--- config.mk ---
export PLATFORM = sky130hd
export DESIGN_NAME = selective_repeat_arq_sender
export DESIGN_NICKNAME = d
export VERILOG_FILES = /design/src/rtl/core/srq_pkg.sv /design/src/rtl/core/srq_ram.sv /design/src/rtl/core/selective_repeat_arq_sender.sv
export VERILOG_INCLUDE_DIRS = /design/src /design/src/rtl/core
export SDC_FILE = /design/constraint.sdc
export NUM_CORES = 1
export LEC_CHECK = 0
export ABC_AREA = 1
export BUFFER_PORTS_ARGS = -buffer_cell sky130_fd_sc_hd__buf_2
export CAP_MARGIN = 40
export CORE_MARGIN = 2
export CORE_UTILIZATION = 55
export CTS_BUF_LIST = sky130_fd_sc_hd__clkbuf_16
export CTS_CLUSTER_DIAMETER = 50
export DETAILED_ROUTE_END_ITERATION = 10
export HOLD_SLACK_MARGIN = 0.02
export PLACE_DENSITY = 0.74
export SYNTH_ARGS = -nofsm -noshare
export SYNTH_HDL_FRONTEND = slang
export SYNTH_HIERARCHICAL = 1
export SYNTH_SLANG_ARGS = --single-unit
--- constraint.sdc ---
create_clock -name clk -period 6.4 [get_ports clk]
set_input_delay 0.32 -clock clk [delete_from_list [all_inputs] [get_ports clk]]
set_output_delay 0.32 -clock clk [all_outputs]
set_load 0.005 [all_outputs]
--- src/rtl/core/selective_repeat_arq_sender_defines.svh ---
// Assertion macros for the selective-repeat ARQ sender.
// Used by the top level only.
`ifndef SELECTIVE_REPEAT_ARQ_SENDER_DEFINES_SVH
`define SELECTIVE_REPEAT_ARQ_SENDER_DEFINES_SVH
`ifndef SYNTHESIS
`define SRQ_ASSERT_IMP(lbl, clk, rst, a, c) \
  lbl: assert property (@(posedge clk) disable iff (rst) (a) |-> (c)) else $error("lbl");
`define SRQ_ASSERT_NXT(lbl, clk, rst, a, c) \
  lbl: assert property (@(posedge clk) disable iff (rst) (a) |=> (c)) else $error("lbl");
`else
`define SRQ_ASSERT_IMP(lbl, clk, rst, a, c)
`define SRQ_ASSERT_NXT(lbl, clk, rst, a, c)
`endif
`endif

--- src/rtl/core/srq_pkg.sv ---
// Shared constants for the selective-repeat ARQ sender.
// No dependencies.
`default_nettype none
package srq_pkg;
  localparam int SLOTS_DEF = 8;
  localparam int MAX_BYTES_DEF = 256;
  localparam logic [2:0] F_SUBMIT = 3'd0;
  localparam logic [2:0] F_NEXT   = 3'd1;
  localparam logic [2:0] F_ACK    = 3'd2;
  localparam logic [2:0] F_SCAN   = 3'd3;
  localparam logic [2:0] F_MARK   = 3'd4;
  localparam logic [2:0] F_CLEAR  = 3'd5;
  localparam logic [1:0] ST_OK   = 2'd0;
  localparam logic [1:0] ST_INV  = 2'd1;
  localparam logic [1:0] ST_FULL = 2'd2;
  localparam logic [1:0] ST_NONE = 2'd3;
  localparam logic [1:0] CFG_MAXWIN = 2'd0;
  localparam logic [1:0] CFG_TMO    = 2'd1;
  localparam logic [1:0] CFG_MISS   = 2'd2;
  localparam logic [1:0] CFG_MAXRTX = 2'd3;
endpackage
`default_nettype wire

--- src/rtl/core/srq_ram.sv ---
// Generic single-port-write RAM with registered read.
// No dependencies.
`default_nettype none
module srq_ram #(
  parameter int WIDTH = 8,
  parameter int DEPTH = 8
) (
  input  wire logic                     clk,
  input  wire logic                     we,
  input  wire logic [$clog2(DEPTH)-1:0] waddr,
  input  wire logic [WIDTH-1:0]         wdata,
  input  wire logic [$clog2(DEPTH)-1:0] raddr,
  output logic      [WIDTH-1:0]         rdata
);
  logic [WIDTH-1:0] mem [DEPTH];
  always_ff @(posedge clk) begin
    if (we) mem[waddr] <= wdata;
    rdata <= mem[raddr];
  end
endmodule
`default_nettype wire

--- src/rtl/core/selective_repeat_arq_sender.sv ---
// Selective-repeat ARQ sender: one item at a time under a small sequencer.
// The first result word follows decode; get-next with a block first reads the payload RAM,
// and an accepted ack first clears the bitmapped slots, then slides the base over freed slots.
// A scan first walks the outstanding slots, refreshing send times of due blocks, then hands
// out each noted block in a second pass. The next input word is taken in the cycle after the
// last result word goes out. rst is synchronous: clears state, loads defaults.
`default_nettype none
`include "selective_repeat_arq_sender_defines.svh"
module selective_repeat_arq_sender #(
  parameter int SLOTS = srq_pkg::SLOTS_DEF,
  parameter int MAX_BLOCK_BYTES = srq_pkg::MAX_BYTES_DEF
) (
  input  wire logic        clk,
  input  wire logic        rst,
  input  wire logic        in_valid,
  output logic             in_stall,
  input  wire logic [2:0]  func,
  input  wire logic [15:0] seq,
  input  wire logic [8:0]  block_length,
  input  wire logic [15:0] buffer_handle,
  input  wire logic [7:0]  ack_bitmap,
  input  wire logic [31:0] now,
  output logic             out_valid,
  input  wire logic        out_stall,
  output logic [1:0]       status,
  output logic             block_valid,
  output logic [15:0]      block_seq,
  output logic [8:0]       out_length,
  output logic [15:0]      out_handle,
  output logic             window_full,
  output logic             last,
  input  wire logic        cfg_we,
  input  wire logic [1:0]  cfg_index,
  input  wire logic [31:0] cfg_data
);
  localparam int AW = $clog2(SLOTS);
  localparam int DW = 16 + 9 + 16;
  localparam logic [3:0] S_IDLE = 4'd0, S_DEC = 4'd1, S_RD = 4'd2, S_NXT = 4'd3,
    S_ACK = 4'd4, S_SLIDE = 4'd5, S_SRD = 4'd6, S_SCMP = 4'd7, S_OUT = 4'd8,
    S_SOUT = 4'd9, S_TRD = 4'd10, S_EMIT = 4'd11;

  logic [3:0] state;
  logic [3:0] max_window;
  logic [31:0] ack_timeout;
  logic [7:0] miss_limit;
  logic [3:0] max_retransmits;
  logic [15:0] base_sequence, next_sequence, miss_count;
  logic [3:0] current_window;
  logic [SLOTS-1:0] slot_valid, slot_sent;
  logic [15:0] hits;
  logic [2:0] f;
  logic [15:0] q;
  logic [8:0] len;
  logic [15:0] hdl;
  logic [7:0] bm;
  logic [31:0] tnow;
  logic [3:0] idx, span, lim, nres;
  logic [15:0] outst;
  logic [3:0] fullw, halfw, cfgw;
  logic [AW-1:0] sl;

  // payload RAM (seq, length, handle) and send-time RAM
  logic d_we, t_we;
  logic [AW-1:0] d_wa, d_ra, t_wa, t_ra;
  logic [DW-1:0] d_wd, d_rd;
  logic [31:0] t_wd, t_rd;

  srq_ram #(.WIDTH(DW), .DEPTH(SLOTS)) u_data (
    .clk(clk), .we(d_we), .waddr(d_wa), .wdata(d_wd), .raddr(d_ra), .rdata(d_rd));
  srq_ram #(.WIDTH(32), .DEPTH(SLOTS)) u_time (
    .clk(clk), .we(t_we), .waddr(t_wa), .wdata(t_wd), .raddr(t_ra), .rdata(t_rd));

  function automatic logic [3:0] clampw(input logic [3:0] w);
    logic [3:0] r;
    r = (w == 4'd0) ? 4'd1 : w;
    if (SLOTS < 15 && 32'(r) > SLOTS) r = 4'(SLOTS);
    return r;
  endfunction

  assign fullw = clampw(max_window);
  assign cfgw = clampw(cfg_data[3:0]);
  assign halfw = (fullw >> 1) > 4'd1 ? (fullw >> 1) : 4'd1;
  assign outst = next_sequence - base_sequence;
  assign sl = AW'(base_sequence + 16'(idx));
  assign in_stall = rst || (state != S_IDLE);

  logic [15:0] rel;
  assign rel = q - base_sequence;

  always_comb begin
    d_we = 1'b0; d_wa = AW'(q); d_wd = {q, len, hdl};
    t_we = 1'b0; t_wa = AW'(q); t_wd = 32'd0;
    d_ra = (state == S_DEC) ? AW'(next_sequence) : sl;
    t_ra = sl;
    case (state)
      S_DEC: begin
        if (f == srq_pkg::F_SUBMIT && len != 9'd0 && 32'(len) <= MAX_BLOCK_BYTES
            && rel < 16'(current_window)) begin
          d_we = 1'b1; t_we = 1'b1;
        end
        if (f == srq_pkg::F_MARK && rel < 16'(current_window)) begin
          t_we = 1'b1; t_wd = tnow;
        end
        if (f == srq_pkg::F_NEXT) t_wa = AW'(next_sequence);
        if (f == srq_pkg::F_NEXT && outst < 16'(current_window)
            && slot_valid[AW'(next_sequence)]) t_we = 1'b1;
      end
      S_ACK: begin
        t_wa = sl; t_we = bm[idx[2:0]];
      end
      S_SCMP: begin
        t_wa = sl; t_wd = tnow;
        t_we = slot_valid[sl] && slot_sent[sl] && (tnow - t_rd) >= ack_timeout;
      end
      default: ;
    endcase
  end

  always_ff @(posedge clk) begin
    if (rst) begin
      state <= S_IDLE;
      max_window <= 4'd8; ack_timeout <= 32'd1000; miss_limit <= 8'd3;
      max_retransmits <= 4'd8; current_window <= clampw(4'd8);
      base_sequence <= '0; next_sequence <= '0; miss_count <= '0;
      slot_valid <= '0; slot_sent <= '0; out_valid <= 1'b0;
    end else begin
      if (cfg_we) begin
        case (cfg_index)
          srq_pkg::CFG_MAXWIN: begin
            max_window <= cfg_data[3:0]; current_window <= cfgw;
          end
          srq_pkg::CFG_TMO: ack_timeout <= cfg_data;
          srq_pkg::CFG_MISS: miss_limit <= cfg_data[7:0];
          default: max_retransmits <= cfg_data[3:0];
        endcase
      end
      case (state)
        S_IDLE: if (in_valid) begin
          f <= func; q <= seq; len <= block_length; hdl <= buffer_handle;
          bm <= ack_bitmap; tnow <= now; state <= S_DEC; idx <= '0; nres <= '0;
        end
        S_DEC: begin
          status <= srq_pkg::ST_OK; block_valid <= 1'b0; block_seq <= '0;
          out_length <= '0; out_handle <= '0; last <= 1'b1; state <= S_OUT;
          case (f)
            srq_pkg::F_SUBMIT: begin
              if (len == 9'd0 || 32'(len) > MAX_BLOCK_BYTES) status <= srq_pkg::ST_INV;
              else if (rel >= 16'(current_window)) status <= srq_pkg::ST_FULL;
              else begin
                slot_valid[AW'(q)] <= 1'b1; slot_sent[AW'(q)] <= 1'b0;
              end
            end
            srq_pkg::F_NEXT: begin
              if (outst >= 16'(current_window) || !slot_valid[AW'(next_sequence)])
                status <= srq_pkg::ST_NONE;
              else begin
                slot_sent[AW'(next_sequence)] <= 1'b1;
                state <= S_RD;
              end
            end
            srq_pkg::F_ACK: if (q == base_sequence) begin
              miss_count <= '0; current_window <= fullw; state <= S_ACK;
            end
            srq_pkg::F_SCAN: begin
              span <= (outst > 16'(current_window)) ? current_window : outst[3:0];
              lim <= (max_retransmits > 4'd8) ? 4'd8 : max_retransmits;
              hits <= '0;
              state <= S_TRD;
            end
            srq_pkg::F_MARK: if (rel < 16'(current_window)) slot_sent[AW'(q)] <= 1'b1;
            srq_pkg::F_CLEAR: begin
              base_sequence <= '0; next_sequence <= '0; miss_count <= '0;
              slot_valid <= '0; slot_sent <= '0; current_window <= fullw;
            end
            default: status <= srq_pkg::ST_INV;
          endcase
        end
        S_RD: begin
          block_valid <= 1'b1;
          {block_seq, out_length, out_handle} <= d_rd;
          next_sequence <= next_sequence + 16'd1;
          state <= S_OUT;
        end
        S_ACK: begin
          if (bm[idx[2:0]]) begin
            slot_valid[sl] <= 1'b0; slot_sent[sl] <= 1'b0;
          end
          if (idx == 4'd7) begin idx <= '0; state <= S_SLIDE; end
          else idx <= idx + 4'd1;
        end
        S_SLIDE: begin
          if (idx == 4'd8 || outst == 16'd0 || slot_valid[AW'(base_sequence)])
            state <= S_OUT;
          else begin
            base_sequence <= base_sequence + 16'd1; idx <= idx + 4'd1;
          end
        end
        // scan, first pass: refresh send times and miss count, note due slots
        S_TRD: begin
          if (idx >= span || nres >= lim) begin
            idx <= '0;
            state <= (nres == 4'd0) ? S_OUT : S_SOUT;
          end else state <= S_SRD;
        end
        S_SRD: state <= S_SCMP;
        S_SCMP: begin
          if (slot_valid[sl] && slot_sent[sl] && (tnow - t_rd) >= ack_timeout) begin
            hits[idx] <= 1'b1;
            nres <= nres + 4'd1;
            if (miss_count != 16'hFFFF) begin
              miss_count <= miss_count + 16'd1;
              if (miss_count + 16'd1 >= 16'(miss_limit)) current_window <= halfw;
            end else if (miss_count >= 16'(miss_limit)) current_window <= halfw;
          end
          idx <= idx + 4'd1; state <= S_TRD;
        end
        // second pass: hand out noted slots; window state is final by now
        S_SOUT: begin
          if (hits[idx]) state <= S_EMIT;
          else idx <= idx + 4'd1;
        end
        S_EMIT: begin
          block_valid <= 1'b1;
          {block_seq, out_length, out_handle} <= d_rd;
          hits[idx] <= 1'b0;
          last <= (hits & ~(16'd1 << idx)) == 16'd0;
          idx <= idx + 4'd1;
          state <= S_OUT;
        end
        S_OUT: begin
          if (!out_valid) begin
            window_full <= outst >= 16'(current_window); out_valid <= 1'b1;
          end else if (!out_stall) begin
            out_valid <= 1'b0;
            if (f == srq_pkg::F_SCAN && !last) state <= S_SOUT;
            else state <= S_IDLE;
          end
        end
        default: state <= S_IDLE;
      endcase
    end
  end

  `SRQ_ASSERT_IMP(a_no_out_idle, clk, rst, state == S_IDLE, !out_valid)
  `SRQ_ASSERT_IMP(a_win_range, clk, rst, 1'b1, current_window != 4'd0)
  `SRQ_ASSERT_NXT(a_hold, clk, rst, out_valid && out_stall, out_valid && $stable(status))
endmodule
`default_nettype wire

==> results of run 1 <==
[worst max-delay path, cell delays in order (launching register included)]
cell and delay (ns):
edfxtp_1 0.38, ha_1 0.36, a21oi_1 0.21, o21ai_0 0.10, a21oi_1 0.22, o21ai_1 0.13
a21oi_1 0.29, o21ai_2 0.13, a21oi_1 0.31, o21ai_0 0.21, nand2_1 0.13, nand2_1 0.05
nand2_1 0.06, nand2_1 0.06, ha_1 0.29, nand4_1 0.09, inv_1 0.08, nand2_1 0.08
nor4_1 0.42, nand4_1 0.15, nand3_1 0.27, nand2_1 0.11, nor2_1 0.28, nor3b_1 0.11
nand2_1 0.12, nand2_1 0.23, nor2_4 0.17, buf_4 0.46
[cells by family after synthesis]
kind of cell	count (synthesis)
multiplexers	1
AND/OR/NAND/NOR	2343
flip-flops	940
adder cells (fa/ha/maj)	136
AO/OA/AOI/OAI	469
buffers and inverters	1224
XOR/XNOR	60
[cell type report]
cell class                 instances  area share
clock buffer                     110      0.0522
clock inverter                    92      0.0174
inverter                        1059      0.0754
multi-input combinational       3009       0.281
sequential                       940       0.498
tap                             1070      0.0254
timing repair buffer             348      0.0508
[timing repair]
item	CTS	global route
hold buffers	117	0
gates resized for setup	0	0
hold endpoints to repair	122	0
setup endpoints to repair	0	0
[state kept, by name, summed over array words and instances (netlist names), 16 cells and up]
register,count
u_data/mem,328
u_time/mem,256
u_data/rdata,41
ack_timeout,32
tnow,32
u_time/rdata,32
base_sequence,16
block_seq,16
hdl,16
hits,16
miss_count,16
next_sequence,16
out_handle,16
q,16
[Yosys cell counts (11+ instances only)]
cell	number	area, µm²
nand2_1	1469	5510
inv_1	1045	3920
edfxtp_1	746	22400
nand3_1	396	1980
nor2_1	326	1220
a21oi_1	217	1090
dfxtp_1	194	3880
o21ai_0	150	751
ha_1	132	1650
clkbuf_1	58	218
buf_2	54	270
nor3_1	44	220
xor2_1	44	385
nand4_1	37	231
buf_6	26	293
buf_4	16	120
xnor2_1	16	140
nor4_1	15	93.8
nand2_2	14	87.6
o211ai_1	14	105
buf_1	11	41.3
[path summary, 6_finish.rpt]
| check | to | cells after the start | slack (ns) |
|---|---|---|---|
| max | u_time/mem[5][7] | 27 | 0.52 |
| max reg2reg | u_time/mem[5][7] | 27 | 0.52 |
| min reg2reg | ack_timeout[1] | 2 | 0.46 |
| min | miss_limit[2] | 3 | 0.08 |
[metrics by stage]
step                      utilization  hold WS (ns)  cells
after detailed placement        0.583         0.457   6309
after global routing            0.642         0.116   6628
after CTS                       0.642        0.0509   6628
after floorplan                     -         0.419   5173
after global placement          0.581         0.451   6301
final                           0.642        0.0821   6628
[report_power, final]
group | total, mW | internal [mW] | switching [mW]
Sequential | 7.18 | 6.97 | 0.215
Combinational | 3.43 | 1.13 | 2.29
Clock | 6.20 | 3.62 | 2.58
[routing by layer]
| metal | GRT usage | share of wire | up-vias |
|---|---|---|---|
| met5 | 0 | 0 | - |
| met1 | 0.351 | 0.41 | 16323 |
| met2 | 0.445 | 0.48 | 1344 |
| met3 | 0.0413 | 0.076 | 260 |
| li1 | - | - | 17133 |
| met4 | 0.0919 | 0.032 | 0 |
==> flow_summary_export.csv, run 1 <==
group,metric,value,unit
run_status,status,"finished clean",
critical_path,cp-startpoint,"tnow[2]",
cells_and_area,regArea,26300,µm²
hold_path,worstHoldStart,"cfg_index[0]",
cells_and_area,fillers,6497,
global_routing,overflow,0,
timing,slew_viol_final,0,
global_routing,grt_pass1_wl,179,mm
logic_synthesis,synth_area,45800,µm²
timing,fin_skew,0.0464,ns
floorplan,num_rows,105,
hold_path,hold_path.class,"in -> reg",
route,first_iter_violations,3438,
floorplan,die_w,293,µm
logic_synthesis,yosysWarnings,6,
critical_path,required,6.70,ns
clock_network,cts_tree,"done",
power_and_ir_drop,finalPower,16.8,mW
run,drv_cap,0,
clock_network,clockBufferDepth,3,
logic_synthesis,synth_adder_area_share,0.0378,
logic_synthesis,synth_cell_types,59,
floorplan,io_pins,171,
timing,min_period,5.88,ns
cells_and_area,finalInstanceArea,52800,µm²
placed_design,gp_congestion,0.909,
global_routing,grt_pass1_vias,34016,
global_routing,grt_max_degree,165,
logic_synthesis,synthArstFlopShare,0,
critical_path,crit_type,"reg -> reg",
power_and_ir_drop,p_per_area,318,nW/µm²
cells_and_area,drive_gt1_frac,0.0847,
route,dr.pass1.iters,6,
logic_synthesis,synth-compound-area-share,0.0577,
logic_synthesis,synth.net_count,5432,
logic_synthesis,synth_edf_count,746,
timing,max_slew_margin,0.387,
logic_synthesis,synth_top_family_by_area,"simple AND/OR/NAND/NOR gates",
clock_network,cts_root_buf,"clkbuf_16",
floorplan,die-area,85600,µm²
route,routed_wl,113,mm
timing,clock.fmax,0.170,GHz
critical_path,endpoint_kind,"flop",
timing,setup_tns,0,ns
clock_network,clkLatencyLatePin,0.70,ns
route,ant_nets,0,
global_routing,antenna_found_initial,3,
floorplan,start_util,0.557,
timing,timing.final.crit_share,0.918,
critical_path,r2r-start,"tnow[2]",
logic_synthesis,syn_inst,5173,
clock_network,h-tree-depth,3,
cells_and_area,insertedDiodeCount,0,
logic_synthesis,yosys.area_share.simple,0.212,
placed_design,pre_cts_ws,0.565,ns
timing,postLayoutSetupSlackWorst,0.524,ns
clock_network,postCtsSetupBuffers,0,
critical_path,start_kind,"flop",
power_and_ir_drop,cellLeakagePower,24.5,nW
cells_and_area,final_cell_mix,"nand2_1, inv_1, edfxtp_1, nand3_1, nor2_1",
critical_path,cp.arrival,6.18,ns
placed_design,place_area,47900,µm²
placed_design,hpwlAfterDp,72.4,mm
power_and_ir_drop,peakVddDrop,278,µV
placed_design,portBuffers,170,
route,vias,35060,
cells_and_area,area_growth_syn_to_layout,15.2,%
route,avgRoutedWirePerCell,17.1,µm
timing,setup_viol,0,
floorplan,core,82200,µm²
logic_synthesis,yosysSeqAreaShare,0.574,
cells_and_area,final_common_cell,"nand2_1",
global_routing,grt_util_all_layers,0.265,
cells_and_area,layout.nets,5723,
floorplan,die_h,293,µm
cells_and_area,multi_input_area,14800,µm²
clock_network,clk_pin_slew_worst_paths,0.06,ns
logic_synthesis,ys.flop_type,"edfxtp_1",
logic_synthesis,ys_seq_elements,940,
route,vias_per_cell,5.29,
critical_path,path_max_fanout,32,
logic_synthesis,synth.avg_cell_area,8.86,µm²
clock_network,cts_buffers,106,
timing,hold_viol_final,0,
timing,rsz0062_at_grt,"false",
timing,worst_pin_slew,0.919,ns
route,drc_errors,0,
clock_network,clock-sinks,940,
logic_synthesis,synth_xor_xnor_area_share,0.0115,
logic_synthesis,synth.area.mux_share,0.000218,
Note: power is estimated with default switching activity, not from simulation.
==> run 2, diff against run 1 <==
- SYNTH_HIERARCHICAL: 1 -> default
==> run 2 against run 1 <==
Combinational power is 28% lower. Register-to-register slack better by 0.21 ns. Sequential share of layout area is 4.8 points higher. First-iteration DRC count is 7.9% lower. Via count is 14% lower. Non-clock buffer count is 15 lower. Final cell count is 21% lower. Utilization is 0.33 points higher. Cell area is 8.9% lower. Critical path depth stayed put. Worst setup slack better by 0.21 ns.
==> flow_summary_export.csv, run 2 <==
group,metric,value,unit
run_status,status,"finished clean",
timing,rsz0062_at_grt,"false",
clock_network,clk_pin_slew_worst_paths,0.06,ns
timing,clock.fmax,0.177,GHz
critical_path,crit_family,"simple AND/OR/NAND/NOR gates",
logic_synthesis,synthArstFlopShare,0,
critical_path,r2r-start,"tnow[0]",
timing,min_period,5.66,ns
logic_synthesis,yosysSeqAreaShare,0.633,
run,drv_cap,0,
cells_and_area,final_common_cell,"edfxtp_1",
cells_and_area,area_growth_syn_to_layout,15.9,%
hold_path,hold_path.class,"in -> reg",
route,vias_per_cell,5.75,
logic_synthesis,yosys.area_share.simple,0.128,
route,vias,30141,
cells_and_area,drive_gt1_frac,0.100,
critical_path,worst_path_most_repeated_cell,"nand2_1",
critical_path,r2r_end,"u_time.mem[4][24]",
timing,setup_tns,0,ns
clock_network,clock-sinks,940,
clock_network,clockBufferDepth,3,
cells_and_area,insertedDiodeCount,0,
critical_path,crit_path_top_delay_cell,"buf_4",
global_routing,overflow,0,
critical_path,max_stage_delay,0.49,ns
route,avgRoutedWirePerCell,19.9,µm
logic_synthesis,synth_area,41500,µm²
placed_design,portBuffers,170,
cells_and_area,largestRegisters,"u_data.mem: 328 flops, u_time.mem: 256 flops, u_data.rdata: 41 flops",
logic_synthesis,synth.net_count,4153,
timing,max_slew_margin,0.407,
floorplan,num_rows,100,
cells_and_area,layout.nets,4445,
logic_synthesis,synth_xor_xnor_area_share,0.0129,
power_and_ir_drop,cellLeakagePower,18.8,nW
placed_design,gp_congestion,0.941,
logic_synthesis,synth_edf_count,746,
critical_path,crit_path_end,"u_time.mem[4][24]",
cells_and_area,fillers,5645,
floorplan,core,74600,µm²
timing,slew_viol_final,0,
logic_synthesis,ys_seq_elements,940,
cells_and_area,regMostFlops,"u_data.mem",
critical_path,crit_type,"reg -> reg",
critical_path,endpoint_kind,"flop",
logic_synthesis,synth-compound-area-share,0.130,
logic_synthesis,synth_adder_area_share,0.0417,
timing,hold_viol_final,0,
floorplan,start_util,0.556,
logic_synthesis,synth_top_area_share,0.540,
cells_and_area,largest_register_ffs,328,
placed_design,hpwlAfterDp,65.6,mm
timing,setup_viol,0,
critical_path,path_depth,27,
logic_synthesis,synth_top_cells_by_count,"edfxtp_1, nand2_1, nor2_1",
route,ant_nets,0,
route,first_iter_violations,3166,
global_routing,antenna_found_initial,1,
critical_path,r2r_cells,27,
clock_network,cts_root_buf,"clkbuf_16",
timing,fin_skew,0.0405,ns
clock_network,postCtsSetupBuffers,0,
route,dr.pass1.iters,6,
cells_and_area,regArea,26300,µm²
logic_synthesis,synth.avg_cell_area,10.7,µm²
global_routing,grt_max_degree,165,
logic_synthesis,syn_inst,3894,
logic_synthesis,ys.flop_type,"edfxtp_1",
critical_path,path_max_fanout,32,
logic_synthesis,synth_top_cell_by_area,"edfxtp_1",
logic_synthesis,synth_top_family_by_area,"compound AO/OA/AOI/OAI gates",
cells_and_area,multi_input_area,13200,µm²
critical_path,rrSetupSlack,0.74,ns
cells_and_area,fin_util,0.645,
route,routed_wl,104,mm
floorplan,io_pins,171,
timing,timing.final.crit_share,0.885,
critical_path,start_kind,"flop",
logic_synthesis,yosys.cell_count.top_type,"edfxtp_1",
floorplan,die-area,77700,µm²
critical_path,cp-startpoint,"tnow[0]",
timing,worst_pin_slew,0.889,ns
global_routing,grt_pass1_vias,29133,
power_and_ir_drop,p_per_area,319,nW/µm²
critical_path,timing.critical_path.buf_inv,3,
power_and_ir_drop,peakVddDrop,260,µV
floorplan,die_w,279,µm
cells_and_area,final_cell_mix,"edfxtp_1, nand2_1, inv_1, nor2_1, o21ai_0",
logic_synthesis,synth.area.mux_share,0,
clock_network,clkLatencyLatePin,0.69,ns
clock_network,h-tree-depth,3,
logic_synthesis,synth_cell_types,63,
critical_path,cp.arrival,5.95,ns
logic_synthesis,yosysWarnings,0,
critical_path,required,6.69,ns
floorplan,die_h,279,µm
global_routing,grt_util_all_layers,0.265,
global_routing,grt_pass1_wl,161,mm
logic_synthesis,ys_top_cells_by_area,"edfxtp_1, dfxtp_1, nand2_1",
clock_network,cts_tree,"done",
route,drc_errors,0,
clock_network,cts_buffers,99,
[run 2: changes by cell type after synthesis, sizes merged, moves of 39 or more]
| cell | change |
|---|---|
| clkbuf | +70 |
| buf | -93 |
| a31oi | +39 |
| inv | -607 |
| o21bai | +83 |
| a22oi | +57 |
| nand2 | -957 |
| nor2 | +111 |
| nand3 | -268 |
| o21ai | +178 |
| o22ai | +39 |
[run 2: power breakdown]
group	leakage, nW	internal, mW	switching (mW)
sequential	9.02	6.92	0.221
clock	1.67	3.22	2.51
combinational	8.10	0.817	1.67
[run 2: tightest hold or removal path, delay by kind of cell]
kind            cells  cell delay, ns
buf+inv             1            0.07
compound gates      2            0.29
[run 2: kinds of logic (layout without fill, tap and decap cells)]
family,after synthesis,after routing
DFF,940,940
AOI/OAI and AO/OA,908,908
xor gates and xnor gates,59,59
buffers and inverters,592,970
adders and majority gates,136,136
and+or+nand+nor,1259,1259
[run 2: worst min path at each step]
stage | cells past startpoint | end | from
6_report | 3 | out_valid | out_stall
2_1_floorplan | 0 | bm[0] | ack_bitmap[0]
3_5_place_dp | 2 | u_time.rdata[25] | u_time.mem[5][25]
4_1_cts | 3 | ack_timeout[30] | cfg_data[30]
3_3_place_gp | 2 | miss_limit[4] | miss_limit[4]
5_1_grt | 3 | ack_timeout[25] | cfg_data[25]
[run 2: layer usage]
metal	share of wire	wire length, µm	GRT usage
met2	0.49	51100	0.449
met5	0.00012	13	0
met3	0.064	6710	0.0390
met1	0.42	43500	0.353
met4	0.028	2950	0.0855
[run 2: per-stage QoR]
| step | cells | setup WS (ns) | hold WS (ns) | total power, mW | cell area, µm² |
|---|---|---|---|---|---|
| CTS | 5241 | 0.816 | 0.0377 | 15.4 | 48100 |
| detailed placement | 4940 | 0.871 | 0.455 | 9.66 | 43600 |
| floorplan | 3894 | 0.151 | 0.419 | 8.86 | 41500 |
| global placement | 4936 | 1.01 | 0.453 | 9.61 | 43600 |
| finish | 5241 | 0.738 | 0.0556 | 15.4 | 48100 |
| global route | 5241 | 0.288 | 0.0846 | 16.0 | 48100 |
[run 2: layout make-up]
type                            instances  area share
Inverter                              450      0.0351
Tap cell                              969      0.0252
Timing Repair Buffer                  333      0.0503
Clock inverter                         86      0.0164
Clock buffer                          101      0.0525
Multi-Input combinational cell       2362       0.274
Sequential cell                       940       0.546
[run 2: repair_timing]
item                                    4_1_cts  5_1_grt
hold endpoints to repair                    120        0
hold buffers                                114        0
endpoints found under the setup margin        0        0
gates resized for setup                       0        0
